$ cat src/rsh_pkg.sv
// ---------------------------------------------------------------------------
// rsh_pkg: shared constants and types for the refcounted string heap
// Store geometry, opcodes, controller states, datapath commands and status.
// ---------------------------------------------------------------------------
package rsh_pkg;

    localparam int STORE_BYTES = 1024;
    localparam int MAX_HOLES   = 32;
    localparam int REF_LIMIT   = 255;

    localparam int AW = $clog2(STORE_BYTES);      // store address
    localparam int PW = $clog2(STORE_BYTES + 1);  // position / length
    localparam int HW = $clog2(MAX_HOLES);        // hole index
    localparam int TW = $clog2(MAX_HOLES + 1);    // hole count
    localparam int CW = 8;                        // reference count

    localparam logic [1:0] OP_APPEND  = 2'd0;
    localparam logic [1:0] OP_ADDREF  = 2'd1;
    localparam logic [1:0] OP_DROPREF = 2'd2;

    typedef enum logic [4:0] {
        S_CLEAR,
        S_IDLE,
        S_AINIT,
        S_SCAN,
        S_CHECK,
        S_CRD,
        S_CWR,
        S_HUPD,
        S_HLAST,
        S_REF,
        S_MRD,
        S_MCHK,
        S_MINIT,
        S_MSCAN,
        S_APP,
        S_FAOK,
        S_FAFAIL,
        S_FREF
    } state_t;

    typedef enum logic [3:0] {
        CMD_NONE,
        CMD_CLEAR,
        CMD_ACCEPT,
        CMD_AINIT,
        CMD_SCAN,
        CMD_CWR,
        CMD_NUL,
        CMD_HUPD,
        CMD_HLAST,
        CMD_REF,
        CMD_MCHK,
        CMD_MINIT,
        CMD_MSCAN,
        CMD_APP,
        CMD_RES_AOK,
        CMD_RES_AFAIL
    } dp_cmd_t;

    typedef struct packed {
        logic clr_last;
        logic fit;
        logic scan_end;
        logic range_ok;
        logic copy_more;
        logic remain_zero;
        logic rel_needed;
        logic meas_in;
        logic byte_nz;
        logic merged;
        logic merge_end;
        logic out_busy;
    } dp_status_t;

    typedef struct packed {
        dp_cmd_t cmd;
        logic    res_ref;   // load a reference-count result
    } dp_ctrl_t;

endpackage

$ cat src/rsh_ctrl.sv
// ---------------------------------------------------------------------------
// rsh_ctrl: heap controller
// Sequences clear, allocate, reference and release steps of the datapath.
// ---------------------------------------------------------------------------
module rsh_ctrl (
    input  logic                clk,
    input  logic                rst_n,
    input  logic                in_valid,
    input  logic [1:0]          in_opcode,
    input  logic                in_last,
    output logic                in_ready,
    input  rsh_pkg::dp_status_t st,
    output rsh_pkg::dp_ctrl_t   ctl
);
    import rsh_pkg::*;

    state_t state_reg, state_next;

    always_ff @(posedge clk or negedge rst_n)
    begin
        if (!rst_n)
        begin
            state_reg <= S_CLEAR;
        end
        else
        begin
            state_reg <= state_next;
        end
    end

    always_comb
    begin
        state_next  = state_reg;
        ctl.cmd     = CMD_NONE;
        ctl.res_ref = 1'b0;
        in_ready    = 1'b0;
        unique case (state_reg)
            S_CLEAR:
            begin
                ctl.cmd = CMD_CLEAR;
                if (st.clr_last) state_next = S_IDLE;
            end
            S_IDLE:
            begin
                in_ready = 1'b1;
                if (in_valid)
                begin
                    ctl.cmd = CMD_ACCEPT;
                    if (in_opcode == OP_APPEND)
                    begin
                        if (in_last) state_next = S_AINIT;
                    end
                    else if (in_opcode == OP_ADDREF || in_opcode == OP_DROPREF)
                    begin
                        state_next = S_REF;
                    end
                end
            end
            S_AINIT:
            begin
                ctl.cmd    = CMD_AINIT;
                state_next = S_SCAN;
            end
            S_SCAN:
            begin
                ctl.cmd = CMD_SCAN;
                if (st.fit)           state_next = S_CHECK;
                else if (st.scan_end) state_next = S_FAFAIL;
            end
            S_CHECK:
            begin
                state_next = st.range_ok ? S_CRD : S_FAFAIL;
            end
            S_CRD:
            begin
                if (st.copy_more)
                begin
                    state_next = S_CWR;
                end
                else
                begin
                    ctl.cmd    = CMD_NUL;
                    state_next = S_HUPD;
                end
            end
            S_CWR:
            begin
                ctl.cmd    = CMD_CWR;
                state_next = S_CRD;
            end
            S_HUPD:
            begin
                ctl.cmd    = CMD_HUPD;
                state_next = st.remain_zero ? S_HLAST : S_FAOK;
            end
            S_HLAST:
            begin
                ctl.cmd    = CMD_HLAST;
                state_next = S_FAOK;
            end
            S_REF:
            begin
                ctl.cmd    = CMD_REF;
                state_next = st.rel_needed ? S_MRD : S_FREF;
            end
            S_MRD:
            begin
                state_next = st.meas_in ? S_MCHK : S_MINIT;
            end
            S_MCHK:
            begin
                ctl.cmd    = CMD_MCHK;
                state_next = st.byte_nz ? S_MRD : S_MINIT;
            end
            S_MINIT:
            begin
                ctl.cmd    = CMD_MINIT;
                state_next = S_MSCAN;
            end
            S_MSCAN:
            begin
                ctl.cmd = CMD_MSCAN;
                if (st.merged)         state_next = S_FREF;
                else if (st.merge_end) state_next = S_APP;
            end
            S_APP:
            begin
                ctl.cmd    = CMD_APP;
                state_next = S_FREF;
            end
            S_FAOK:
            begin
                if (!st.out_busy)
                begin
                    ctl.cmd    = CMD_RES_AOK;
                    state_next = S_IDLE;
                end
            end
            S_FAFAIL:
            begin
                if (!st.out_busy)
                begin
                    ctl.cmd    = CMD_RES_AFAIL;
                    state_next = S_IDLE;
                end
            end
            S_FREF:
            begin
                if (!st.out_busy)
                begin
                    ctl.res_ref = 1'b1;
                    state_next  = S_IDLE;
                end
            end
            default:
            begin
                state_next = S_IDLE;
            end
        endcase
    end
endmodule

$ cat config.mk
export PLATFORM = sky130hd
export DESIGN_NAME = rsh_ctrl
export DESIGN_NICKNAME = d
export VERILOG_FILES = /design/src/rsh_pkg.sv /design/src/rsh_ctrl.sv
export SDC_FILE = /design/constraint.sdc
export NUM_CORES = 1
export LEC_CHECK = 0
export BUFFER_PORTS_ARGS = -buffer_cell sky130_fd_sc_hd__buf_4
export CAP_MARGIN = 10
export CELL_PAD_IN_SITES_DETAIL_PLACEMENT = 2
export CELL_PAD_IN_SITES_GLOBAL_PLACEMENT = 2
export CORE_MARGIN = 2
export CORE_UTILIZATION = 25
export CTS_CLUSTER_SIZE = 20
export DETAILED_ROUTE_END_ITERATION = 8
export PLACE_DENSITY = 0.87
export REMOVE_ABC_BUFFERS = 1
export SYNTH_ARGS = -nofsm -noshare
export SYNTH_HDL_FRONTEND = slang
export SYNTH_SLANG_ARGS = --single-unit
export TNS_END_PERCENT = 50
$ cat constraint.sdc
create_clock -name clk -period 1.95 [get_ports clk]
set_clock_uncertainty 0.15 [all_clocks]
set_input_delay 0.0975 -clock clk [delete_from_list [all_inputs] [get_ports clk]]
set_output_delay 0.0975 -clock clk [all_outputs]
set_load 0.02 [all_outputs]
==> impl_metrics.csv <==
group,metric,value,unit
global_route,grt_max_degree,15,
job,cap_violations,0,
die,die-area,4120,sq um
route,drt_iter0_drc,106,
final_layout,drive_above_1_share,54.2,%
pwr,pwr-share-comb,87.4,%
place,dpl.hpwl,3920,um
synth,synth_top_area_cell,"dfrtp_1",
synth,synth-seq-cells,5,
final_layout,final_common_cell,"buf_4",
timing,rsz0062_at_grt,"yes",
die,core_area,3420,sq um
pwr,leakagePower,0.698,nW
worst_setup_path,critPathMaxFanout,4,
global_route,grt_pass1_vias,1565,
global_route,grt_overflow,0,
worst_setup_path,cpLargestDelayFamily,"simple AND/OR/NAND/NOR gates",
worst_setup_path,worstSetupStartpointType,"register",
worst_setup_path,max_stage_delay,600,ps
pwr,pwr-share-clk,4.7,%
cts,cts.sinks,5,
pwr,seqPwrFrac,7.9,%
pwr,p_int,1.35,mW
timing,slew_headroom,67.7,%
worst_setup_path,critPathKind,"reg -> reg",
timing,period_needed,2200,ps
die,die_h,64.2,um
worst_setup_path,rrSetupSlack,-250,ps
worst_setup_path,critPathLaunch,"state_reg[1]",
worst_setup_path,cp.arrival,2240,ps
cts,clkLatencyLatePin,270,ps
cts,numCtsBuffers,3,
worst_setup_path,r2r_start,"state_reg[1]",
worst_setup_path,crit_buf_inv,2,
synth,syn_inst,138,
worst_setup_path,cp-end-kind,"register",
timing,finalHoldViolCount,0,
global_route,grt_pass1_wl,9370,um
place,io_buffers,23,
synth,yosys_warnings,0,
final_layout,layout_common_cells,"52 x buf_4, 9 x nor2_1, 9 x a21oi_1, 9 x nand2_1, 8 x o21ai_0",
die,ios,24,
final_layout,final_util,48.4,%
route,first_pass_iters,4,
timing,whs,63.0,ps
route,drc,0,
synth,ys_top_cells_by_area,"dfrtp_1 14%, nand2b_1 6.2%, o21ai_0 6.1%",
route,vias_per_cell,6.03,
die,initial_utilization,26.5,%
final_layout,antennaDiodeCount,0,
cts,root_buffer,"clkbuf_4",
synth,avgSynthCellArea,6.56,sq um
route,ant_nets,0,
worst_setup_path,cp_slowest_cell,"or4_4",
route,drt_wl_total,6820,um
die,std_cell_rows,21,
cts,clkTransAtPathRegs,50,ps
synth,ys_types,46,
final_layout,layout.nets,209,
pwr,swShare,54.6,%
worst_setup_path,cp_cell_sequence,"buf_6 > nor3_2 > o2111a_1 > or4_4 > a211oi_4 > buf_4 > o2bb2ai_4",
worst_setup_path,endpoint,"state_reg[4]",
synth,synth-edff-count,0,
timing,setup_viol,9,
final_layout,area.growth.synth_to_final,82.5,%
route,vias,1422,
route,routedWlPerCell,28.9,um
pwr,worst_ir_drop_vdd,1.01,mV
hold_path,hold_class,"in -> async",
timing,max_freq,455,MHz
final_layout,largest_reg_flops,5,
place,gp_congestion,0.930,
cts,clk_path_buf_depth,2,
global_route,track_usage,31.1,%
global_route,antenna_found_initial,0,
worst_setup_path,r2r-end,"state_reg[4]",
worst_setup_path,rr_worst_depth,7,
die,die_w,64.2,um
pwr,power.switching,1.63,mW
timing,layout_setup_ws,-247,ps
status,status,"finished, violations left",
cts,htreeDepth,1,
status,failed_checks,"setup timing",
pwr,powerDensity,1800,nW/um^2
cts,cts_tree,"done",
synth,ys_async_sr_fraction,100,%
synth,synth_top_area_share,13.8,%
synth,syn_area,906,sq um
synth,synth_ff_type,"dfrtp_1",
timing,tightest_slew,479,ps
synth,yosysSeqAreaShare,13.8,%
timing,drv_slew,0,
worst_setup_path,path_depth,7,
pwr,power.total,2.98,mW
timing,final.period_utilization,113,%
place,place_ws,-336,ps
worst_setup_path,critical_path_required,1990,ps
-- repair_timing --
action,4_1_cts,5_1_grt
buffers inserted,7,2
hold buffers,1,0
endpoints found under the setup margin,11,10
endpoints found under the hold margin,5,0
pin swaps,11,3
gates cloned,0,0
gates resized for setup,38,22
-- area by class of cell --
class / count / area [sq um]
inverters: 4 / 18.8
multi-input cells: 115 / 911
clock inverters: 1 / 5.00
repair buffers: 62 / 509
flip-flops and latches: 5 / 129
well taps: 46 / 57.6
clock buffers: 3 / 22.5
fillers: 374 / 1760
-- cell families (layout without fill, tap and decap cells) --
family	after synthesis	count (layout)	share of synthesized area [%]
buf+inv	18	70	8.56
simple gates	65	65	38.1
flops	5	5	13.8
compound gates	47	47	36.0
mux	3	3	3.45
-- how the worst min path moves through the flow --
stage	start	to	slack, ps	depth (start not counted)
2_1_floorplan	rst_n	state_reg[0]	-350	0
3_3_place_gp	rst_n	state_reg[2]	-250	1
3_5_place_dp	rst_n	state_reg[1]	-250	1
4_1_cts	rst_n	state_reg[1]	20	2
5_1_grt	rst_n	state_reg[3]	70	2
6_report	rst_n	state_reg[0]	60	2
-- per-layer routing --
layer | share of wire, % | track usage, % | wire length (um)
met5 | 0 | 0 | 0
met4 | 3.7 | 10.1 | 253
met3 | 6.1 | 5.99 | 419
met2 | 51 | 54.9 | 3490
met1 | 39 | 37.4 | 2670
-- synthesized netlist by cell type (2+ instances only) --
library cell  number
or3_1              2
a211oi_1           2
nor4_1             2
o21ai_0           11
and3_1             2
nor2_1            12
a31oi_1            2
nor2b_1            4
a21oi_1            9
nand2b_1           9
nand2_1           13
or2_2              2
buf_1              2
inv_1              4
a21o_1             2
a2111oi_0          3
o31ai_1            2
clkbuf_1           9
mux2i_1            2
nor3_1             8
nand3_1            4
dfrtp_1            5
buf_2              2
a211o_1            2
o22ai_1            2
-- power by group through the flow --
stage | logic, mW | registers [mW] | clock network (mW)
2_1_floorplan | 0.820 | 0.318 | 0
3_3_place_gp | 1.69 | 0.192 | 0
3_5_place_dp | 1.82 | 0.200 | 0
4_1_cts | 2.20 | 0.206 | 0.132
5_1_grt | 2.69 | 0.236 | 0.149
6_report | 2.60 | 0.236 | 0.139
-- per-stage QoR --
stage / setup TNS, ps / instance area [sq um] / std cells
after floorplan: -1820 / 843 / 124
after global placement: -471 / 1290 / 222
after detailed placement: -1140 / 1290 / 222
after CTS: -912 / 1530 / 234
after global routing: -2240 / 1650 / 236
final: -1670 / 1650 / 236
Power figures use the tool's default switching activity.
